## src/hdl/swas_pkg.sv

```systemverilog
package swas_pkg;

  localparam int SEQ_W     = 16;
  localparam int WIN_W     = 6;
  localparam int RUN_LIMIT = 32;
  localparam int CNT_W     = 6;
  localparam int CFG_IDX_W = 2;
  localparam int CFG_DAT_W = 16;

  typedef enum logic [CFG_IDX_W-1:0] {
    CFG_WINDOW_SIZE = 2'd0,
    CFG_FRAME_COUNT = 2'd1,
    CFG_REPEAT_MODE = 2'd2
  } swas_cfg_idx_e;

  typedef enum logic [1:0] {
    OP_START   = 2'd0,
    OP_ACK     = 2'd1,
    OP_TIMEOUT = 2'd2
  } swas_op_e;

  typedef struct packed {
    logic [1:0]       opcode;
    logic [SEQ_W-1:0] ack_seq;
  } swas_in_t;

  typedef struct packed {
    logic [SEQ_W-1:0] send_seq;
    logic             is_retransmit;
    logic             send_valid;
    logic             ack_ignored;
    logic             transfer_done;
    logic             last_of_run;
  } swas_out_t;

  // controller to datapath
  typedef struct packed {
    logic load;
    logic clear_all;
    logic mark_ack;
    logic adv_step;
    logic refill_step;
    logic walk_init;
    logic walk_step;
    logic walk_sel;
    logic set_ignored;
    logic flush;
  } swas_cmd_t;

  // datapath to controller
  typedef struct packed {
    logic ack_in_win;
    logic ack_is_base;
    logic ack_is_newest;
    logic sel_repeat;
    logic adv_ok;
    logic refill_ok;
    logic walk_ok;
  } swas_sts_t;

endpackage

```

## src/hdl/sliding_window_arq_sender.sv

```systemverilog
// An item is accepted when start is high and busy is low; a frame leaves once the next frame
//   is found or the walk ends, and the last result is registered from the flush that ST_FINISH
//   raises after the walk exits. Steps: accept, check an ack, walk (advance, refill, resend)
//   one slot at a time until it exits, then finish; busy holds off a new item until then.
// Results are strobed by result_valid_o for one cycle each and cannot be stalled.
// Reset (rst_ni low, async): empty window at frame 0, acked flags clear, window 8, 1 frame, SR.
module sliding_window_arq_sender
  import swas_pkg::*;
#(
  parameter int MAX_WINDOW = 32
) (
  input  logic                 clk_i,
  input  logic                 rst_ni,
  // item port
  input  logic                 start,
  output logic                 busy,
  input  swas_in_t             item_i,
  // configuration write port
  input  logic                 cfg_we_i,
  input  logic [CFG_IDX_W-1:0] cfg_idx_i,
  input  logic [CFG_DAT_W-1:0] cfg_wdata_i,
  // result port
  output logic                 result_valid_o,
  output swas_out_t            result_o
);

  swas_cmd_t cmd;
  swas_sts_t sts;

  // Controller: decode the event, then step the window walk one slot per cycle.
  swas_ctrl u_ctrl (
    .clk_i    (clk_i),
    .rst_ni   (rst_ni),
    .start_i  (start),
    .opcode_i (item_i.opcode),
    .sts_i    (sts),
    .cmd_o    (cmd),
    .busy_o   (busy)
  );

  // Datapath: window pointers, per-slot acked flags, config and the result
  // holding stage that marks the final item of each run.
  swas_dp #(
    .MAX_WINDOW (MAX_WINDOW)
  ) u_dp (
    .clk_i          (clk_i),
    .rst_ni         (rst_ni),
    .cfg_we_i       (cfg_we_i),
    .cfg_idx_i      (cfg_idx_i),
    .cfg_wdata_i    (cfg_wdata_i),
    .ack_seq_i      (item_i.ack_seq),
    .cmd_i          (cmd),
    .sts_o          (sts),
    .result_valid_o (result_valid_o),
    .result_o       (result_o)
  );

endmodule

```

## src/hdl/swas_dp.sv

```systemverilog
module swas_dp
  import swas_pkg::*;
#(
  parameter int MAX_WINDOW = 32
) (
  input  logic                 clk_i,
  input  logic                 rst_ni,
  input  logic                 cfg_we_i,
  input  logic [CFG_IDX_W-1:0] cfg_idx_i,
  input  logic [CFG_DAT_W-1:0] cfg_wdata_i,
  input  logic [SEQ_W-1:0]     ack_seq_i,
  input  swas_cmd_t            cmd_i,
  output swas_sts_t            sts_o,
  output logic                 result_valid_o,
  output swas_out_t            result_o
);

  localparam int SLOT_W  = (MAX_WINDOW > 1) ? $clog2(MAX_WINDOW) : 1;
  localparam int WIN_LIM = (MAX_WINDOW < RUN_LIMIT) ? MAX_WINDOW : RUN_LIMIT;
  localparam logic [SLOT_W-1:0] SLOT_LAST = SLOT_W'(MAX_WINDOW - 1);
  localparam logic [SLOT_W:0]   SLOT_SPAN = (SLOT_W + 1)'(MAX_WINDOW);

  function automatic logic [SLOT_W-1:0] slot_inc(input logic [SLOT_W-1:0] s);
    logic [SLOT_W-1:0] r;
    if (s == SLOT_LAST) begin
      r = '0;
    end else begin
      r = s + 1'b1;
    end
    return r;
  endfunction

  logic [WIN_W-1:0]      win_size_q;
  logic [SEQ_W-1:0]      frame_cnt_q;
  logic                  repeat_q;

  logic [SEQ_W-1:0]      base_q, next_q, walk_seq_q, ack_q;
  logic [SLOT_W-1:0]     base_slot_q, next_slot_q, walk_slot_q;
  logic [MAX_WINDOW-1:0] flags_q;
  logic [CNT_W-1:0]      run_cnt_q;
  logic                  ignored_q;
  logic                  pend_valid_q;
  logic [SEQ_W-1:0]      pend_seq_q;
  logic                  pend_retx_q;
  logic                  res_valid_q;
  swas_out_t             res_q;

  logic [WIN_W-1:0]  eff_win;
  logic [SEQ_W-1:0]  outstanding, ack_off;
  logic [SLOT_W:0]   ack_sum;
  logic [SLOT_W-1:0] ack_slot, rd_slot;
  logic              rd_flag, run_room, done;
  logic              emit_now, emit_retx;
  logic [SEQ_W-1:0]  emit_seq;
  swas_out_t         res_d;

  always_comb begin
    if (win_size_q == '0) begin
      eff_win = WIN_W'(1);
    end else if (win_size_q > WIN_W'(WIN_LIM)) begin
      eff_win = WIN_W'(WIN_LIM);
    end else begin
      eff_win = win_size_q;
    end
  end

  assign outstanding = next_q - base_q;
  assign run_room    = run_cnt_q < CNT_W'(RUN_LIMIT);
  assign done        = base_q >= frame_cnt_q;

  // ack lies less than one window past the base: one add and wrap
  assign ack_off  = ack_q - base_q;
  assign ack_sum  = {1'b0, base_slot_q} + {1'b0, ack_off[SLOT_W-1:0]};
  assign ack_slot = (ack_sum >= SLOT_SPAN) ? SLOT_W'(ack_sum - SLOT_SPAN)
                                           : ack_sum[SLOT_W-1:0];

  assign rd_slot = cmd_i.walk_sel ? walk_slot_q : base_slot_q;
  assign rd_flag = flags_q[rd_slot];

  assign sts_o.ack_in_win    = (ack_q >= base_q) && (ack_q < next_q);
  assign sts_o.ack_is_base   = ack_q == base_q;
  assign sts_o.ack_is_newest = ack_q == (next_q - 1'b1);
  assign sts_o.sel_repeat    = repeat_q;
  assign sts_o.adv_ok        = (base_q < next_q) && rd_flag;
  assign sts_o.refill_ok     = (next_q < frame_cnt_q) &&
                               (outstanding < {{(SEQ_W-WIN_W){1'b0}}, eff_win}) && run_room;
  assign sts_o.walk_ok       = (walk_seq_q < next_q) && run_room;

  always_comb begin
    emit_now  = 1'b0;
    emit_seq  = next_q;
    emit_retx = 1'b0;
    if (cmd_i.refill_step) begin
      emit_now = 1'b1;
    end else if (cmd_i.walk_step && (!repeat_q || !rd_flag)) begin
      emit_now  = 1'b1;
      emit_seq  = walk_seq_q;
      emit_retx = 1'b1;
    end
  end

  always_comb begin
    res_d.send_seq      = pend_seq_q;
    res_d.is_retransmit = pend_retx_q;
    res_d.send_valid    = 1'b1;
    res_d.ack_ignored   = ignored_q;
    res_d.transfer_done = done;
    res_d.last_of_run   = cmd_i.flush;
    if (cmd_i.flush && !pend_valid_q) begin
      res_d.send_seq      = '0;
      res_d.is_retransmit = 1'b0;
      res_d.send_valid    = 1'b0;
    end
  end

  always_ff @(posedge clk_i or negedge rst_ni) begin
    if (!rst_ni) begin
      win_size_q   <= WIN_W'(8);
      frame_cnt_q  <= SEQ_W'(1);
      repeat_q     <= 1'b1;
      base_q       <= '0;
      next_q       <= '0;
      base_slot_q  <= '0;
      next_slot_q  <= '0;
      flags_q      <= '0;
      run_cnt_q    <= '0;
      ignored_q    <= 1'b0;
      pend_valid_q <= 1'b0;
      res_valid_q  <= 1'b0;
    end else begin
      if (cfg_we_i) begin
        case (cfg_idx_i)
          CFG_WINDOW_SIZE: win_size_q  <= cfg_wdata_i[WIN_W-1:0];
          CFG_FRAME_COUNT: frame_cnt_q <= cfg_wdata_i;
          CFG_REPEAT_MODE: repeat_q    <= cfg_wdata_i[0];
          default: ;
        endcase
      end
      if (cmd_i.load) begin
        run_cnt_q    <= '0;
        ignored_q    <= 1'b0;
        pend_valid_q <= 1'b0;
      end
      if (cmd_i.clear_all) begin
        base_q      <= '0;
        next_q      <= '0;
        base_slot_q <= '0;
        next_slot_q <= '0;
        flags_q     <= '0;
      end
      if (cmd_i.mark_ack) begin
        flags_q[ack_slot] <= 1'b1;
      end
      if (cmd_i.adv_step) begin
        base_q      <= base_q + 1'b1;
        base_slot_q <= slot_inc(base_slot_q);
      end
      if (cmd_i.refill_step) begin
        flags_q[next_slot_q] <= 1'b0;
        next_q               <= next_q + 1'b1;
        next_slot_q          <= slot_inc(next_slot_q);
      end
      if (cmd_i.set_ignored) begin
        ignored_q <= 1'b1;
      end
      if (emit_now) begin
        run_cnt_q    <= run_cnt_q + 1'b1;
        pend_valid_q <= 1'b1;
      end
      res_valid_q <= (emit_now && pend_valid_q) || cmd_i.flush;
    end
  end

  always_ff @(posedge clk_i) begin
    ack_q <= cmd_i.load ? ack_seq_i : ack_q;
    if (cmd_i.walk_init) begin
      walk_seq_q  <= base_q;
      walk_slot_q <= base_slot_q;
    end else if (cmd_i.walk_step) begin
      walk_seq_q  <= walk_seq_q + 1'b1;
      walk_slot_q <= slot_inc(walk_slot_q);
    end
    if (emit_now) begin
      pend_seq_q  <= emit_seq;
      pend_retx_q <= emit_retx;
    end
    if ((emit_now && pend_valid_q) || cmd_i.flush) begin
      res_q <= res_d;
    end
  end

  assign result_valid_o = res_valid_q;
  assign result_o       = res_q;

endmodule

```

## src/hdl/swas_ctrl.sv

```systemverilog
module swas_ctrl
  import swas_pkg::*;
(
  input  logic       clk_i,
  input  logic       rst_ni,
  input  logic       start_i,
  input  logic [1:0] opcode_i,
  input  swas_sts_t  sts_i,
  output swas_cmd_t  cmd_o,
  output logic       busy_o
);

  typedef enum logic [2:0] {
    ST_IDLE,
    ST_ACK_CHK,
    ST_ADVANCE,
    ST_REFILL,
    ST_RESEND,
    ST_FINISH
  } state_e;

  state_e state_q, state_d;
  logic   busy_q;

  always_comb begin
    cmd_o   = '0;
    state_d = state_q;
    case (state_q)
      ST_IDLE: begin
        if (start_i && !busy_q) begin
          cmd_o.load = 1'b1;
          case (opcode_i)
            OP_START: begin
              cmd_o.clear_all = 1'b1;
              state_d         = ST_REFILL;
            end
            OP_ACK:     state_d = ST_ACK_CHK;
            OP_TIMEOUT: begin
              cmd_o.walk_init = 1'b1;
              state_d         = ST_RESEND;
            end
            default:    state_d = ST_FINISH;
          endcase
        end
      end
      ST_ACK_CHK: begin
        if (!sts_i.ack_in_win) begin
          cmd_o.set_ignored = 1'b1;
          state_d           = ST_FINISH;
        end else if (sts_i.ack_is_base) begin
          cmd_o.mark_ack = 1'b1;
          state_d        = ST_ADVANCE;
        end else begin
          cmd_o.mark_ack = sts_i.sel_repeat;
          if (sts_i.ack_is_newest) begin
            cmd_o.walk_init = 1'b1;
            state_d         = ST_RESEND;
          end else begin
            state_d = ST_FINISH;
          end
        end
      end
      ST_ADVANCE: begin
        if (sts_i.adv_ok) begin
          cmd_o.adv_step = 1'b1;
        end else begin
          state_d = ST_REFILL;
        end
      end
      ST_REFILL: begin
        if (sts_i.refill_ok) begin
          cmd_o.refill_step = 1'b1;
        end else begin
          state_d = ST_FINISH;
        end
      end
      ST_RESEND: begin
        cmd_o.walk_sel = 1'b1;
        if (sts_i.walk_ok) begin
          cmd_o.walk_step = 1'b1;
        end else begin
          state_d = ST_FINISH;
        end
      end
      ST_FINISH: begin
        cmd_o.flush = 1'b1;
        state_d     = ST_IDLE;
      end
      default: state_d = ST_IDLE;
    endcase
  end

  always_ff @(posedge clk_i or negedge rst_ni) begin
    if (!rst_ni) begin
      state_q <= ST_IDLE;
      busy_q  <= 1'b0;
    end else begin
      state_q <= state_d;
      if (cmd_o.load) begin
        busy_q <= 1'b1;
      end else if (cmd_o.flush) begin
        busy_q <= 1'b0;
      end
    end
  end

  assign busy_o = busy_q;

endmodule
```

## config.mk

```make
export PLATFORM = sky130hd
export DESIGN_NAME = sliding_window_arq_sender
export DESIGN_NICKNAME = d
export VERILOG_FILES = /design/src/hdl/swas_pkg.sv /design/src/hdl/sliding_window_arq_sender.sv /design/src/hdl/swas_dp.sv /design/src/hdl/swas_ctrl.sv
export SDC_FILE = /design/constraint.sdc
export NUM_CORES = 1
export LEC_CHECK = 0
export BUFFER_PORTS_ARGS = -buffer_cell sky130_fd_sc_hd__buf_2
export CORE_AREA = 2 2 155 157
export CTS_CLUSTER_SIZE = 16
export DETAILED_ROUTE_END_ITERATION = 7
export DIE_AREA = 0 0 157 159
export HOLD_SLACK_MARGIN = 0.05
export PLACE_DENSITY = 0.78
export RECOVER_POWER = 100
export SLEW_MARGIN = 10
export SYNTH_ARGS = -nofsm -noshare
export SYNTH_HDL_FRONTEND = slang
export SYNTH_SLANG_ARGS = --single-unit
```

## constraint.sdc

```tcl
create_clock -name clk_i -period 9.65 [get_ports clk_i]
set_input_delay 0.965 -clock clk_i [delete_from_list [all_inputs] [get_ports clk_i]]
set_output_delay 0.965 -clock clk_i [all_outputs]
set_load 0.01 [all_outputs]
```

==> results.md <==
- After clock tree synthesis, the setup repair step added 0 buffers.
- The critical path start-end classification is reg2reg.
- TritonCTS built the clock tree.
- Entering global routing, the biggest net connects 65 pins.
- For this run, the top clock speed supported by timing is 0.168 GHz.
- The fraction of power spent switching nets is 0.488.
- The fraction of the yosys area taken by sequential cells is 0.398.
- The count of buffer and inverter cells on the critical path is 2.
- Gates resized during post-CTS repair numbered 0.
- Dividing total power by cell area gives a power density of 370 nW/um^2.
- The minimum clock period after layout is 5.94 ns.
- The final hold violation count is 0.
- Of the total synthesized cell area, the portion taken by full adders, half adders and majority gates is 0.121.
- The average wire per cell in the routed design is 20.3 microns.
- After the first detailed-routing iteration, the DRC count stood at 1066.
- The clock input transition at the sequential cells of the worst setup and hold paths is 0.07 ns.
- The part of the power in registers is 0.303.
- The via count of the first global-routing pass was 9991.
- The number of nets in the synthesized netlist is 1460.
- In this run, distinct cell masters in the synthesized netlist total 75.
- The summed negative setup slack over all endpoints is 0 ns.
- The number of antenna violations at the first check in global routing is 0.
- The final antenna diode count is 0.
- The final weighted congestion in routability-driven placement is 1.02.
- The measured slew at the worst slew-check pin is 3.63 ns.
- The share of total power dissipated in combinational logic is 0.562.
- The pre-antenna-repair detailed-routing pass consisted of 5 iterations.
- The max-slew violation count is 242.
- At the end of the flow, the number of nets in the layout was 1498.
- The number of max-capacitance violations reported is 6.
- The detailed placement HPWL is 25.4 mm.
- Using the TritonRoute via totals, the vias-per-cell ratio works out to 6.31.
- The post-synthesis share of cell area spent on and, or, nand and nor gates is 0.162.
- The met2 wire length is 15.7 mm.
- After clock tree synthesis, the flow added hold-fix buffers numbering 0.
- The die width is 157 microns.
- Input and output buffers added on the ports amount to 62.
- Setup violations remaining at the end of the flow were counted as 0.
- The overall fraction of global-route tracks in use is 0.277.
- Row generation in the floorplan step produced 56 rows.
- In the synthesized netlist the dominant register cell turns out to be dfrtp_1.
- The post-route DRC violation count is 0.
- The die covers 25000 sq um.
- Across all layers, the routed design uses 10.5k vias.
- The largest individual stage delay along the critical path comes from the cell o21ai_2.
- The maximum ir drop on the vdd rail is 0.000155 V.
- The root buffer cell is clkbuf_16.
- Clock skew on the completed layout was measured at 0.0147 ns.
- The kind of capture point of the worst setup path is a flop.
- The mean instance size in the synthesized netlist is 9.68 sq um.
- Of the cells placed in the final design, the portion with a size suffix greater than 1 is 0.0896.
- The worst-case headroom to the max-slew limit is -1.42.
- Walking the worst path, the cells encountered are inv_1 -> ha_1 -> nor2b_1 -> o2111ai_1 -> nand2_1 -> xor2_1 -> ha_1 -> or4_1 -> a2111o_1 -> nor4_1 -> nand4_1 -> or4b_1 -> clkbuf_1 -> o211a_1 -> o21ai_2.
- Measured along the y axis, the die boundary spans 159 microns.
- The share of cell area taken by muxes after synthesis is 0.0604.
- Along the worst path, the maximum fanout reaches 35.
- For the worst setup path, the data arrival time is 6.01 ns.
- Ranked by instance count, the synthesized netlist is headed by ha_1 (117), dfrtp_1 (107), nand2_1 (95), o21ai_0 (95), inv_1 (90).
- The checks that failed: max-capacitance violations, max-slew violations.
- The most common cell in the synthesized netlist is ha_1.
- After synthesis, the cell types taking the most area are dfrtp_1 (21%), edfxtp_1 (18%), ha_1 (12%).
- Setup repair after global routing left no endpoint under its margin.
- The internal power is 0.00258 W.
- The clock latency reported for the late side of the worst-skew pair is 0.45 ns.
- The remaining antenna violation count is 0.
- The detailed router put a total of 14.9 mm of wire on met1.
- The clock net in this run drives a total of 185 sinks.
- For this run, the number of Yosys warnings is 0.
- The area overhead of the layout relative to synthesis is 8.32%.
- Wire segments on met3 add up to 2.41 mm in the final route.
- The global-route wire length before repair is 53.9 mm.
- The clock passes through at most 2 buffers.
- STA classifies the critical path startpoint as a flop.
- The netlist area before placement is 12600 sq um.
- The fraction of synthesized cell area in xor and xnor cells is 0.0404.
- The proportion of register bits with asynchronous set or reset after synthesis is 0.595.
- The core region area is 23200 sq um.
- Of the available clock period, the critical path in the final layout requires 0.615.
- On the worst path, the slowest cell contributes a delay of 0.80 ns.
- The worst hold path class is reg2reg.
- The synthesized-area fraction occupied by ao, oa, aoi and oai cells came to 0.172.
- The static leakage is 5.94 nW.
- At the worst endpoint, the required time is 9.72 ns.
- In this run the top signal layer used is met4.
- The cell type with the highest occurrence count on the critical path is ha_1.
- The H-tree depth reported by CTS is 4.
- The share of total power dissipated in the clock network is 0.135.
- The flow ran to the end, but the final reports show violations.
- Summed over all nets, the switching power comes to 0.00246 W.
- The number of enable-type register cells in the synthesized netlist is 75.
- The family of cells with the greatest summed delay on the critical path is compound AO/OA/AOI/OAI gates.
- The largest family of logic cells by synthesized area is compound AO/OA/AOI/OAI gates.
- The final wirelength is 34.0 mm.
- Measured on the finished design, the core utilization comes to 0.588.
- The biggest area contributor in the post-synthesis netlist is dfrtp_1.
- For this design the top-level I/O count stands at 63.
- The effective utilization at floorplan is 0.543.
- The clock buffer count from CTS is 17.
- Synthesis inferred 185 register bits.
- Across all hold checks on the routed design, the worst slack comes to 0.480 ns.
- The share of synthesized area in the top cell type comes to 0.213.
- The aggregate global routing overflow is 0.
- Synthesis produced a netlist whose cell count is 1300.
[layer usage]
metal | vias up | track usage
met4 | 0 | 0.0951
met5 | - | 0
met1 | 5076 | 0.387
met3 | 66 | 0.0441
met2 | 500 | 0.439
li1 | 4899 | -
[path summary, 6_finish.rpt]
check                               start                   end  slack, ns  depth (start not counted)
hold reg to reg            u_dp.ignored_q      u_dp.result_o[2]       0.48                          0
hold / removal             u_dp.ignored_q      u_dp.result_o[2]       0.48                          0
max in group asynchronous          rst_ni  u_dp.frame_cnt_q[15]       3.83                          2
setup / recovery           u_dp.base_q[1]     u_dp.result_o[15]       3.71                         15
min in group asynchronous          rst_ni      u_dp.flags_q[14]       1.35                          1
setup reg to reg           u_dp.base_q[1]     u_dp.result_o[15]       3.71                         15
[layout make-up]
| class | count | area (sq um) |
|---|---|---|
| inverters | 91 | 342 |
| multi-input cells | 973 | 7000 |
| flip-flops and latches | 185 | 5010 |
| repair buffers | 70 | 323 |
| clock buffers | 17 | 425 |
| well taps | 319 | 399 |
| clock inverters | 15 | 133 |
| fillers | 1985 | 9560 |
[state kept, by name, summed over array words and instances (netlist names), 6 cells and up]
| name | count |
|---|---|
| u_dp.flags_q | 32 |
| u_dp.result_o | 21 |
| u_dp.ack_q | 16 |
| u_dp.base_q | 16 |
| u_dp.frame_cnt_q | 16 |
| u_dp.next_q | 16 |
| u_dp.pend_seq_q | 16 |
| u_dp.walk_seq_q | 16 |
| u_dp.run_cnt_q | 6 |
| u_dp.win_size_q | 6 |
[power groups by stage]
stage                     combinational [W]  clock, W  sequential [W]
after floorplan                     0.00210         0         0.00140
after global placement              0.00273         0         0.00151
after detailed placement            0.00277         0         0.00152
after CTS                           0.00280  0.000689         0.00151
after global routing                0.00314  0.000718         0.00157
final                               0.00284  0.000681         0.00153
[stage by stage]
step / setup WS, ns / std cells / total power (W) / cell area [sq um]
after detailed placement: 4.32 / 1638 / 0.00429 / 13100
after floorplan: 4.02 / 1300 / 0.00350 / 12600
final: 3.71 / 1670 / 0.00504 / 13600
after global placement: 4.42 / 1638 / 0.00424 / 13100
after global routing: 2.72 / 1670 / 0.00543 / 13600
after CTS: 4.29 / 1670 / 0.00500 / 13700
[placed cells by master, fill, tap and decap left out, types with 5 or more instances in the layout]
cell       count
mux2_2        36
a21o_1        32
nor3_1        25
nor3b_1       11
dfrtp_1      107
edfxtp_1      75
nand3_1       45
nand4_1       28
a32oi_1        8
a2111oi_0      9
nand3b_1      13
a211oi_1      14
nor4_1         7
inv_1         90
a41oi_1        7
xnor2_1       35
buf_2         36
xor2_1        23
nor2_1        73
nand2b_1      12
o22ai_1        7
inv_6          6
a22oi_1       25
clkbuf_16     17
o21ai_0       94
nand2_1       95
nor2b_1       32
a21oi_1       47
ha_1         117
and3_1        29
a31oi_1       25
mux2i_1       31
o31ai_1        5
clkbuf_1      30
o21a_1         9
o211ai_1       9
[logic make-up after synthesis]
kind of cell / count (synthesis)
multiplexers: 69
XOR/XNOR: 58
flip-flops: 185
adder cells (fa/ha/maj): 120
AND/OR/NAND/NOR: 397
buffers and inverters: 142
AO/OA/AOI/OAI: 329
No activity file was read; power rests on OpenSTA's default activity.
